File: config.mk
export PLATFORM = sky130hd
export DESIGN_NAME = xor_keystream_frame_decrypt_core
export DESIGN_NICKNAME = d
export VERILOG_FILES = /design/src/hw/rtl/xkfd_pkg.sv /design/src/hw/rtl/xkfd_front.sv /design/src/hw/rtl/xkfd_queue.sv /design/src/hw/rtl/xkfd_back.sv /design/src/hw/rtl/xor_keystream_frame_decrypt_core.sv
export SDC_FILE = /design/constraint.sdc
export NUM_CORES = 1
export LEC_CHECK = 0
export ABC_AREA = 1
export BUFFER_PORTS_ARGS = -buffer_cell sky130_fd_sc_hd__buf_2
export CAP_MARGIN = 5
export CORE_MARGIN = 4
export CORE_UTILIZATION = 60
export DETAILED_ROUTE_END_ITERATION = 12
export PLACE_DENSITY = 0.84
export SLEW_MARGIN = 20
export SYNTH_ARGS = -nofsm -noshare
export SYNTH_HDL_FRONTEND = slang
export SYNTH_SLANG_ARGS = --single-unit
File: constraint.sdc
create_clock -name clk -period 9.7 [get_ports clk]
set_input_delay 0.97 -clock clk [delete_from_list [all_inputs] [get_ports clk]]
set_output_delay 0.97 -clock clk [all_outputs]
set_load 0.01 [all_outputs]
File: src/hw/rtl/xkfd_pkg.sv
// ----------------------------------------------------------------------------
// xkfd_pkg
// Shared types, constants and the keystream text table of the frame
// decryptor.
// ----------------------------------------------------------------------------
package xkfd_pkg;

  // key multiplier applied to the payload size
  localparam logic [31:0] KEY_MULT    = 32'h6765_7268;
  localparam logic [7:0]  MARKER_MIN  = 8'd10;
  localparam logic [7:0]  TABLE_LIMIT = 8'd220;
  localparam logic [15:0] MIN_SIZE    = 16'd7;

  // configuration port
  localparam int unsigned   CFG_ADDR_W  = 3;
  localparam logic [2:0]    CFG_ADDR_V7 = 3'd0;

  // queue between front and back
  localparam int unsigned QUEUE_DEPTH = 2;
  localparam int unsigned QUEUE_PTR_W = $clog2(QUEUE_DEPTH);
  localparam int unsigned QUEUE_CNT_W = $clog2(QUEUE_DEPTH + 1);

  // validation codes
  localparam logic [1:0] STATUS_PASS       = 2'd0;
  localparam logic [1:0] STATUS_MARKER_POS = 2'd1;
  localparam logic [1:0] STATUS_MARKER_BYTE = 2'd2;
  localparam logic [1:0] STATUS_TABLE      = 2'd3;

  // what the back end does with an item
  typedef enum logic [1:0] {
    ITEM_FIRST,
    ITEM_HEADER,
    ITEM_CHECK,
    ITEM_PAYLOAD
  } item_kind_t;

  // one classified item as it travels through the queue
  typedef struct packed {
    logic [7:0]  data;
    item_kind_t  kind;
    logic [15:0] pidx;
    logic [15:0] size;
    logic [31:0] prod;
    logic        blk_ok;
    logic        last;
  } entry_t;

  // 256-byte keystream text table
  localparam logic [7:0] ROM_TABLE [256] = '{
    8'h41, 8'h73, 8'h20, 8'h70, 8'h61, 8'h72, 8'h74, 8'h20, 8'h6f, 8'h66, 8'h20, 8'h74,
    8'h68, 8'h69, 8'h73, 8'h20, 8'h73, 8'h6f, 8'h66, 8'h74, 8'h77, 8'h61, 8'h72, 8'h65,
    8'h20, 8'h62, 8'h65, 8'h74, 8'h61, 8'h20, 8'h76, 8'h65, 8'h72, 8'h73, 8'h69, 8'h6f,
    8'h6e, 8'h20, 8'h4d, 8'h69, 8'h72, 8'h61, 8'h62, 8'h69, 8'h6c, 8'h69, 8'h73, 8'h20,
    8'h69, 8'h73, 8'h20, 8'h67, 8'h72, 8'h61, 8'h6e, 8'h74, 8'h69, 8'h6e, 8'h67, 8'h20,
    8'h61, 8'h20, 8'h6c, 8'h69, 8'h6d, 8'h69, 8'h74, 8'h65, 8'h64, 8'h20, 8'h61, 8'h63,
    8'h63, 8'h65, 8'h73, 8'h73, 8'h20, 8'h74, 8'h6f, 8'h20, 8'h74, 8'h68, 8'h65, 8'h20,
    8'h49, 8'h43, 8'h51, 8'h20, 8'h6e, 8'h65, 8'h74, 8'h77, 8'h6f, 8'h72, 8'h6b, 8'h2c,
    8'h20, 8'h73, 8'h65, 8'h72, 8'h76, 8'h65, 8'h72, 8'h73, 8'h2c, 8'h20, 8'h64, 8'h69,
    8'h72, 8'h65, 8'h63, 8'h74, 8'h6f, 8'h72, 8'h69, 8'h65, 8'h73, 8'h2c, 8'h20, 8'h6c,
    8'h69, 8'h73, 8'h74, 8'h69, 8'h6e, 8'h67, 8'h73, 8'h2c, 8'h20, 8'h69, 8'h6e, 8'h66,
    8'h6f, 8'h72, 8'h6d, 8'h61, 8'h74, 8'h69, 8'h6f, 8'h6e, 8'h20, 8'h61, 8'h6e, 8'h64,
    8'h20, 8'h64, 8'h61, 8'h74, 8'h61, 8'h62, 8'h61, 8'h73, 8'h65, 8'h73, 8'h20, 8'h28,
    8'h22, 8'h49, 8'h43, 8'h51, 8'h20, 8'h53, 8'h65, 8'h72, 8'h76, 8'h69, 8'h63, 8'h65,
    8'h73, 8'h20, 8'h61, 8'h6e, 8'h64, 8'h20, 8'h49, 8'h6e, 8'h66, 8'h6f, 8'h72, 8'h6d,
    8'h61, 8'h74, 8'h69, 8'h6f, 8'h6e, 8'h22, 8'h29, 8'h2e, 8'h20, 8'h54, 8'h68, 8'h65,
    8'h20, 8'h49, 8'h43, 8'h51, 8'h20, 8'h53, 8'h65, 8'h72, 8'h76, 8'h69, 8'h63, 8'h65,
    8'h20, 8'h61, 8'h6e, 8'h64, 8'h20, 8'h49, 8'h6e, 8'h66, 8'h6f, 8'h72, 8'h6d, 8'h61,
    8'h74, 8'h69, 8'h6f, 8'h6e, 8'h20, 8'h6d, 8'h61, 8'h79, 8'h20, 8'h64, 8'h61, 8'h74,
    8'h61, 8'h62, 8'h61, 8'h73, 8'h65, 8'h73, 8'h20, 8'h28, 8'h22, 8'h49, 8'h43, 8'h51,
    8'h20, 8'h53, 8'h65, 8'h72, 8'h76, 8'h69, 8'h63, 8'h65, 8'h73, 8'h20, 8'h61, 8'h6e,
    8'h64, 8'h20, 8'h49, 8'h6e
  };

  // table lookup
  function automatic logic [7:0] rom_byte(input logic [7:0] idx);
    rom_byte = ROM_TABLE[idx];
  endfunction

endpackage

File: src/hw/rtl/xkfd_front.sv
// ----------------------------------------------------------------------------
// xkfd_front
// Tracks the frame position and length, classifies each accepted byte and
// precomputes the size-dependent terms of the key.
// ----------------------------------------------------------------------------
module xkfd_front (
  input  logic                  clk,
  input  logic                  rst_n,
  input  logic                  v7_framing,
  input  logic                  in_valid,
  output logic                  in_ready,
  input  logic [7:0]            in_byte,
  input  logic                  q_full,
  output logic                  push,
  output xkfd_pkg::entry_t      push_entry
);

  logic [16:0] pos_r, pos_nxt;
  logic [15:0] flen_r, flen_nxt;
  logic [15:0] size_w;
  logic [16:0] pidx_w;
  logic [16:0] blk_lim_w;
  logic        last_w;
  logic [47:0] prod_w;
  xkfd_pkg::item_kind_t kind_w;

  assign in_ready = !q_full;
  assign push     = in_valid && !q_full;

  // frame length as it stands after this byte
  always_comb begin
    priority if (pos_r == 17'd0) begin
      flen_nxt = {8'd0, in_byte};
    end else if (pos_r == 17'd1) begin
      flen_nxt = {in_byte, flen_r[7:0]};
    end else begin
      flen_nxt = flen_r;
    end
  end

  // payload size and payload index
  always_comb begin
    if (v7_framing && (flen_nxt == 16'd0)) begin
      size_w = 16'd0;
    end else begin
      size_w = flen_nxt - {15'd0, v7_framing};
    end
    pidx_w = pos_r - 17'd2 - {16'd0, v7_framing};
  end

  // classify the byte
  always_comb begin
    priority if (pos_r == 17'd0) begin
      kind_w = xkfd_pkg::ITEM_FIRST;
    end else if (pos_r == 17'd1) begin
      kind_w = xkfd_pkg::ITEM_HEADER;
    end else if (v7_framing && (pos_r == 17'd2)) begin
      kind_w = xkfd_pkg::ITEM_HEADER;
    end else if (pidx_w < 17'd4) begin
      kind_w = xkfd_pkg::ITEM_CHECK;
    end else begin
      kind_w = xkfd_pkg::ITEM_PAYLOAD;
    end
  end

  // frame end and next position
  always_comb begin
    last_w  = (pos_r != 17'd0) && (pos_r == ({1'b0, flen_nxt} + 17'd1));
    pos_nxt = last_w ? 17'd0 : pos_r + 17'd1;
  end

  // keyed block range and size product
  assign blk_lim_w = ({1'b0, size_w} + 17'd3) >> 2;
  assign prod_w    = xkfd_pkg::KEY_MULT * size_w;

  always_comb begin
    push_entry.data   = in_byte;
    push_entry.kind   = kind_w;
    push_entry.pidx   = pidx_w[15:0];
    push_entry.size   = size_w;
    push_entry.prod   = prod_w[31:0];
    push_entry.blk_ok = {1'b0, pidx_w[15:2], 2'b00} < blk_lim_w;
    push_entry.last   = last_w;
  end

  // position and length registers
  always_ff @(posedge clk) begin
    if (!rst_n) begin
      pos_r  <= '0;
      flen_r <= '0;
    end else if (push) begin
      pos_r  <= pos_nxt;
      flen_r <= flen_nxt;
    end
  end

endmodule

File: src/hw/rtl/xkfd_queue.sv
// ----------------------------------------------------------------------------
// xkfd_queue
// Short first-in first-out queue of classified items between front and back.
// ----------------------------------------------------------------------------
module xkfd_queue (
  input  logic             clk,
  input  logic             rst_n,
  input  logic             push,
  input  xkfd_pkg::entry_t push_entry,
  input  logic             pop,
  output logic             q_valid,
  output logic             q_full,
  output xkfd_pkg::entry_t head
);

  localparam int unsigned PW = xkfd_pkg::QUEUE_PTR_W;
  localparam int unsigned CW = xkfd_pkg::QUEUE_CNT_W;
  localparam logic [PW-1:0] LAST_PTR = PW'(xkfd_pkg::QUEUE_DEPTH - 1);
  localparam logic [CW-1:0] FULL_CNT = CW'(xkfd_pkg::QUEUE_DEPTH);

  xkfd_pkg::entry_t slots_r [xkfd_pkg::QUEUE_DEPTH];
  logic [PW-1:0] wr_ptr_r, rd_ptr_r;
  logic [CW-1:0] count_r, count_nxt;

  assign q_valid = (count_r != '0);
  assign q_full  = (count_r == FULL_CNT);
  assign head    = slots_r[rd_ptr_r];

  // occupancy
  always_comb begin
    count_nxt = count_r;
    if (push && !pop) begin
      count_nxt = count_r + 1'b1;
    end else if (pop && !push) begin
      count_nxt = count_r - 1'b1;
    end
  end

  // pointers and count
  always_ff @(posedge clk) begin
    if (!rst_n) begin
      wr_ptr_r <= '0;
      rd_ptr_r <= '0;
      count_r  <= '0;
    end else begin
      count_r <= count_nxt;
      if (push) begin
        wr_ptr_r <= (wr_ptr_r == LAST_PTR) ? '0 : wr_ptr_r + 1'b1;
      end
      if (pop) begin
        rd_ptr_r <= (rd_ptr_r == LAST_PTR) ? '0 : rd_ptr_r + 1'b1;
      end
    end
  end

  // item storage
  always_ff @(posedge clk) begin
    if (push) begin
      slots_r[wr_ptr_r] <= push_entry;
    end
  end

endmodule

File: src/hw/rtl/xkfd_back.sv
// ----------------------------------------------------------------------------
// xkfd_back
// Gathers the check word and key, decrypts payload bytes, tracks the marker
// and judges the frame on its last byte; holds the output register.
// ----------------------------------------------------------------------------
module xkfd_back (
  input  logic             clk,
  input  logic             rst_n,
  input  logic             q_valid,
  input  xkfd_pkg::entry_t head,
  output logic             pop,
  output logic             out_valid,
  input  logic             out_ready,
  output logic [7:0]       out_byte,
  output logic             out_frame_end,
  output logic [1:0]       out_verify_status
);

  logic [31:0] cw_r, cw_nxt;
  logic [31:0] key_r, key_nxt;
  logic [7:0]  b4_r, b4_nxt;
  logic [7:0]  b6_r, b6_nxt;
  logic [7:0]  mpos_r, mpos_nxt;
  logic [7:0]  mbyte_r, mbyte_nxt;
  logic        mseen_r, mseen_nxt;
  logic        out_valid_r;
  logic [7:0]  out_byte_r;
  logic        frame_end_r;
  logic [1:0]  status_r;

  logic [31:0] hx_w;
  logic [7:0]  lane_w;
  logic [7:0]  d_w;
  logic [31:0] cw_ins_w;
  logic [7:0]  tix_w;
  logic [1:0]  status_w;

  assign pop               = q_valid && (!out_valid_r || out_ready);
  assign out_valid         = out_valid_r;
  assign out_byte          = out_byte_r;
  assign out_frame_end     = frame_end_r;
  assign out_verify_status = status_r;

  // keystream word for this block and byte lane
  assign hx_w = key_r + {24'd0, xkfd_pkg::rom_byte({head.pidx[7:2], 2'b00})};
  always_comb begin
    unique case (head.pidx[1:0])
      2'd0: lane_w = hx_w[7:0];
      2'd1: lane_w = hx_w[15:8];
      2'd2: lane_w = hx_w[23:16];
      default: lane_w = hx_w[31:24];
    endcase
  end

  always_comb begin
    if ((head.kind == xkfd_pkg::ITEM_PAYLOAD) && head.blk_ok) begin
      d_w = head.data ^ lane_w;
    end else begin
      d_w = head.data;
    end
  end

  // check word byte insert
  always_comb begin
    unique case (head.pidx[1:0])
      2'd0: cw_ins_w = {cw_r[31:8], cw_r[7:0] | head.data};
      2'd1: cw_ins_w = {cw_r[31:16], cw_r[15:8] | head.data, cw_r[7:0]};
      2'd2: cw_ins_w = {cw_r[31:24], cw_r[23:16] | head.data, cw_r[15:0]};
      default: cw_ins_w = {cw_r[31:24] | head.data, cw_r[23:0]};
    endcase
  end

  // frame state update
  always_comb begin
    cw_nxt    = cw_r;
    key_nxt   = key_r;
    b4_nxt    = b4_r;
    b6_nxt    = b6_r;
    mpos_nxt  = mpos_r;
    mbyte_nxt = mbyte_r;
    mseen_nxt = mseen_r;
    unique case (head.kind)
      xkfd_pkg::ITEM_FIRST: begin
        cw_nxt    = '0;
        key_nxt   = '0;
        b4_nxt    = '0;
        b6_nxt    = '0;
        mpos_nxt  = '0;
        mbyte_nxt = '0;
        mseen_nxt = 1'b0;
      end
      xkfd_pkg::ITEM_CHECK: begin
        cw_nxt = cw_ins_w;
        if (head.pidx[1:0] == 2'd3) begin
          key_nxt = head.prod + cw_ins_w;
        end
      end
      xkfd_pkg::ITEM_PAYLOAD: begin
        if (head.pidx == 16'd4) begin
          b4_nxt   = d_w;
          mpos_nxt = d_w ^ cw_r[31:24];
        end
        if (head.pidx == 16'd6) begin
          b6_nxt = d_w;
        end
        if ((head.pidx > 16'd4) && (head.pidx == {8'd0, mpos_r})) begin
          mbyte_nxt = d_w;
          mseen_nxt = 1'b1;
        end
      end
      default: begin
      end
    endcase
  end

  // frame validation on the final byte
  assign tix_w = b4_nxt ^ cw_nxt[15:8];
  always_comb begin
    priority if ((head.size < xkfd_pkg::MIN_SIZE) || !mseen_nxt ||
                 (mpos_nxt < xkfd_pkg::MARKER_MIN) ||
                 ({8'd0, mpos_nxt} >= head.size)) begin
      status_w = xkfd_pkg::STATUS_MARKER_POS;
    end else if ((b6_nxt ^ cw_nxt[23:16]) != (mbyte_nxt ^ 8'hFF)) begin
      status_w = xkfd_pkg::STATUS_MARKER_BYTE;
    end else if ((tix_w < xkfd_pkg::TABLE_LIMIT) &&
                 ((b6_nxt ^ cw_nxt[7:0]) != (xkfd_pkg::rom_byte(tix_w) ^ 8'hFF))) begin
      status_w = xkfd_pkg::STATUS_TABLE;
    end else begin
      status_w = xkfd_pkg::STATUS_PASS;
    end
  end

  // frame state registers
  always_ff @(posedge clk) begin
    if (!rst_n) begin
      cw_r    <= '0;
      key_r   <= '0;
      b4_r    <= '0;
      b6_r    <= '0;
      mpos_r  <= '0;
      mbyte_r <= '0;
      mseen_r <= 1'b0;
    end else if (pop) begin
      cw_r    <= cw_nxt;
      key_r   <= key_nxt;
      b4_r    <= b4_nxt;
      b6_r    <= b6_nxt;
      mpos_r  <= mpos_nxt;
      mbyte_r <= mbyte_nxt;
      mseen_r <= mseen_nxt;
    end
  end

  // output register
  always_ff @(posedge clk) begin
    if (!rst_n) begin
      out_valid_r <= 1'b0;
    end else if (pop) begin
      out_valid_r <= 1'b1;
    end else if (out_ready) begin
      out_valid_r <= 1'b0;
    end
  end

  always_ff @(posedge clk) begin
    if (pop) begin
      out_byte_r  <= d_w;
      frame_end_r <= head.last;
      status_r    <= head.last ? status_w : xkfd_pkg::STATUS_PASS;
    end
  end

`ifndef SYNTHESIS
  // status is only reported on the final byte
  a_status_on_end: assert property (@(posedge clk) disable iff (!rst_n)
    out_valid_r && !frame_end_r |-> status_r == xkfd_pkg::STATUS_PASS)
    else $error("verify status set on a byte that does not end the frame");

  // a frame start clears the marker
  a_first_clears: assert property (@(posedge clk) disable iff (!rst_n)
    pop && (head.kind == xkfd_pkg::ITEM_FIRST) |=> !mseen_r)
    else $error("marker flag survived a frame start");

  // the marker is only captured from a payload item
  a_marker_src: assert property (@(posedge clk) disable iff (!rst_n)
    $rose(mseen_r) |-> $past(pop && (head.kind == xkfd_pkg::ITEM_PAYLOAD)))
    else $error("marker captured outside a payload item");

  // output register only loads when free or drained
  a_no_overwrite: assert property (@(posedge clk) disable iff (!rst_n)
    out_valid_r && !out_ready |-> !pop)
    else $error("output register overwritten while held");
`endif

endmodule

File: src/hw/rtl/xor_keystream_frame_decrypt_core.sv
// path: an accepted item is written into a queue slot and then loaded into the
//   output register once that register is free or drained
// throughput: one item per cycle unless q_full or out_ready stalls it; front
//   position counter, queue and back key/marker registers step once per item
// reset: rst_n synchronous active low, clears position, queue, output valid
//   and sets v7 framing to 1; no clearing pass
// ----------------------------------------------------------------------------
// xor_keystream_frame_decrypt_core
// Byte-stream frame decryptor: front classifier, item queue and back end
// that decrypts and validates, with an APB-style configuration register.
// ----------------------------------------------------------------------------
module xor_keystream_frame_decrypt_core (
  input  logic                          clk,
  input  logic                          rst_n,
  input  logic                          in_valid,
  output logic                          in_ready,
  input  logic [7:0]                    in_byte,
  output logic                          out_valid,
  input  logic                          out_ready,
  output logic [7:0]                    out_byte,
  output logic                          out_frame_end,
  output logic [1:0]                    out_verify_status,
  input  logic                          psel,
  input  logic                          penable,
  input  logic                          pwrite,
  input  logic [xkfd_pkg::CFG_ADDR_W-1:0] paddr,
  input  logic [31:0]                   pwdata,
  output logic [31:0]                   prdata,
  output logic                          pready
);

  logic             v7_r;
  logic             push;
  logic             pop;
  logic             q_valid;
  logic             q_full;
  xkfd_pkg::entry_t push_entry;
  xkfd_pkg::entry_t head;

  // configuration register
  assign pready = 1'b1;
  assign prdata = (paddr == xkfd_pkg::CFG_ADDR_V7) ? {31'd0, v7_r} : 32'd0;

  always_ff @(posedge clk) begin
    if (!rst_n) begin
      v7_r <= 1'b1;
    end else if (psel && penable && pwrite && (paddr == xkfd_pkg::CFG_ADDR_V7)) begin
      v7_r <= pwdata[0];
    end
  end

  // front: position tracking and classification
  xkfd_front u_front (
    .clk        (clk),
    .rst_n      (rst_n),
    .v7_framing (v7_r),
    .in_valid   (in_valid),
    .in_ready   (in_ready),
    .in_byte    (in_byte),
    .q_full     (q_full),
    .push       (push),
    .push_entry (push_entry)
  );

  // item queue
  xkfd_queue u_queue (
    .clk        (clk),
    .rst_n      (rst_n),
    .push       (push),
    .push_entry (push_entry),
    .pop        (pop),
    .q_valid    (q_valid),
    .q_full     (q_full),
    .head       (head)
  );

  // back: decrypt and validate
  xkfd_back u_back (
    .clk               (clk),
    .rst_n             (rst_n),
    .q_valid           (q_valid),
    .head              (head),
    .pop               (pop),
    .out_valid         (out_valid),
    .out_ready         (out_ready),
    .out_byte          (out_byte),
    .out_frame_end     (out_frame_end),
    .out_verify_status (out_verify_status)
  );

endmodule

==> flow_metrics.py <==
metrics = {
    "clock_tree": {
        "hold_buffers": 0,
        "cts_sinks": 290,
        "cts_buffers": 34,
        "insertion_delay_ps": 580,
        "path_clk_slew_ps": 60,
        "cts-htree-levels": 2,
        "postCtsSetupRepairBufs": 0,
        "cts_buffer_depth": 3,
        "cts-root-buf": "clkbuf_16",
        "cts_resized": 0,
        "tritoncts": "built",
    },
    "synth": {
        "ys_seq_area_share_pct": 27.6,
        "syn-cell-area_sq_um": 26600,
        "synthArstFlopShare_pct": 0,
        "synthesis.instances": 3574,
        "yosysUniqueCellTypes": 72,
        "synth_edf_count": 153,
        "ys.flop_type": "edfxtp_1",
        "synth.avg_cell_area_sq_um": 7.45,
        "yosys_warnings": 0,
        "synth.ff_latch_count": 290,
    },
    "sta": {
        "worst_pin_slew_ps": 1000,
        "hold_viol": 0,
        "finalCritPeriodShare_pct": 93.9,
        "finalCriticalPeriod_ps": 9110,
        "rsz0062_at_grt": "no",
        "drv_slew": 0,
        "timing.fmax_mhz": 110,
        "clock-skew-final_ps": 41.5,
        "setup_violations": 0,
        "setup_tns_ps": 0,
        "max-slew-margin-rel_pct": 32.9,
    },
    "cells_and_area": {
        "diodes": 0,
        "n_fill_cell": 3728,
        "nNetsFinal": 3954,
        "syn_to_final_growth_pct": 6.29,
        "drive_gt1_share_pct": 7.79,
        "final_area_sq_um": 28300,
    },
    "route": {
        "wl_per_cell_um": 18.1,
        "drcViolationCount": 0,
        "routed_wl_um": 75700,
        "ant_nets": 0,
        "vias_per_cell": 5.80,
        "dr.first_iter.drc_count": 2831,
        "vias": 24200,
        "drt_first_pass_iters": 10,
    },
    "critical_path": {
        "cp-end-kind": "flip-flop",
        "slowest_delay_ps": 660,
        "startpoint_type": "flip-flop",
        "critPathMaxFanout": 16,
        "crit_type": "flip-flop to flip-flop",
        "critPathRequiredTime_ps": 10080,
        "slowest_stage": "nor2_1",
        "worst_ep_arrival_time_ps": 9490,
    },
    "floorplanning": {
        "die_y_um": 219,
        "dieArea_sq_um": 47800,
        "rows": 76,
        "ios": 96,
        "die_x_um": 219,
        "core_area_sq_um": 43500,
        "initial_core_util_pct": 61.3,
    },
    "place": {
        "dpl-instance-area_sq_um": 27100,
        "portBuffers": 32,
        "place_congestion": 1.02,
        "dp_hpwl_um": 56500,
    },
    "grt": {
        "grt_pass1_vias": 22800,
        "grt_max_degree": 73,
        "grt_first_pass_wirelength_um": 120000,
        "track_usage_pct": 31.4,
        "overflow": 0,
        "antenna_found_initial": 0,
    },
    "flow_run": {
        "drv_cap": 0,
    },
    "outcome": {
        "status": "finished clean",
    },
    "hold_path": {
        "hp-class": "flip-flop to flip-flop",
    },
}
==> state kept, by name, indices dropped and copies added, names as in the netlist, 16 cells and up, named ones only <==
name and flops:
u_front.pos_r 17, u_back.cw_r 32, u_front.flen_r 16, u_back.key_r 32, u_queue.slots_r 142
==> routing by layer <==
metal	wire [um]	part of all wire, %	track usage (%)	vias to the layer above
li1	-	-	-	11600
met1	30200	40	41.8	11200
met4	3540	4.7	12.5	0
met5	0	0	0	-
met3	7410	9.8	6.01	249
met2	34600	46	50.6	1221
==> critical path: cells and delay by family, from the launching register on <==
| kind | cells | cell delay [ps] |
|---|---|---|
| AOI/OAI and AO/OA | 6 | 1310 |
| buffers and inverters | 8 | 1090 |
| adders and majority gates | 9 | 3490 |
| DFF | 1 | 330 |
| xor gates and xnor gates | 1 | 200 |
| and+or+nand+nor | 16 | 2500 |
==> cell usage in the layout (no fill, tap or decap), types with 11 or more instances in the layout <==
cell type / netlist / layout
nor4_1: 21 / 21
edfxtp_1: 153 / 153
o21ai_0: 268 / 268
fa_1: 118 / 118
or2_2: 37 / 37
ha_1: 215 / 215
nand3b_1: 19 / 19
nor3_1: 22 / 21
xor2_1: 92 / 92
o211ai_1: 33 / 33
buf_4: 43 / 27
nand3_1: 254 / 254
buf_2: 9 / 32
nand2_2: 28 / 28
xnor2_1: 24 / 24
inv_1: 541 / 540
conb_1: 2 / 32
a21oi_1: 237 / 236
dfxtp_1: 137 / 136
clkbuf_16: 0 / 37
nand2_1: 791 / 791
nand4_1: 38 / 38
o21ai_1: 14 / 14
nand3_2: 13 / 13
nor2_1: 231 / 228
nor2_4: 9 / 11
inv_2: 22 / 24
==> synthesized netlist by cell type (5+ instances only) <==
cell      number  area share (%)
a21boi_0      10            0.28
a21oi_1      237             4.5
a31oi_1        6            0.14
buf_2          9            0.17
buf_4         43             1.2
buf_6         16            0.68
clkbuf_1      56            0.79
clkinv_1       5           0.070
dfxtp_1      137              10
edfxtp_1     153              17
fa_1         118             8.9
ha_1         215              10
inv_1        541             7.6
inv_2         22            0.31
mux2i_1        6            0.23
nand2_1      791              11
nand2_2       28            0.66
nand2_4        9            0.38
nand3_1      254             4.8
nand3_2       13            0.49
nand3b_1      19            0.54
nand4_1       38            0.89
nor2_1       231             3.3
nor2_2         9            0.21
nor2_4         9            0.38
nor3_1        22            0.41
nor4_1        21            0.49
o211ai_1      33            0.93
o21ai_0      268             5.0
o21ai_1       14            0.26
o21bai_1       9            0.25
or2_2         37            0.87
xnor2_1       24            0.79
xor2_1        92             3.0
==> cells by family after synthesis <==
group,share of synthesized area [%]
adder cells (fa/ha/maj),19.0
AND/OR/NAND/NOR,25.5
XOR/XNOR,3.82
multiplexers,0.226
other,0.0282
buffers and inverters,11.0
flip-flops,27.6
AO/OA/AOI/OAI,13.0
==> path summary, 6_finish.rpt <==
path	startpoint	slack [ps]	cells past startpoint	endpoint
max	u_front.pos_r[0]	590	40	u_queue.slots_r[1][30]
min reg2reg	u_queue.rd_ptr_r	450	1	u_queue.rd_ptr_r
max reg2reg	u_front.pos_r[0]	590	40	u_queue.slots_r[1][30]
min	u_queue.rd_ptr_r	450	1	u_queue.rd_ptr_r
==> metrics by stage <==
step                utilization, %  hold slack [ps]  setup WS [ps]  std cells
finish                        65.1              451            593       4181
global route                  65.1              475           7.36       4181
CTS                           65.1              449            712       4181
detailed placement            62.4              443            743       4120
global placement              62.4              429            969       4120
floorplan                        -              425           1890       3604
==> cell type report <==
cell class	instances	area, sq um	share of cell area, %
Clock buffer	44	982	3.47
Timing Repair Buffer	59	363	1.28
Clock inverter	17	224	0.791
Sequential cell	290	7340	25.9
Inverter	570	2150	7.59
Tap cell	585	732	2.59
Multi-Input combinational cell	2616	16500	58.4
Power is left out: the tool's default activity adds up to more than one toggle a clock period on the data nets, which glitch-free logic cannot reach.
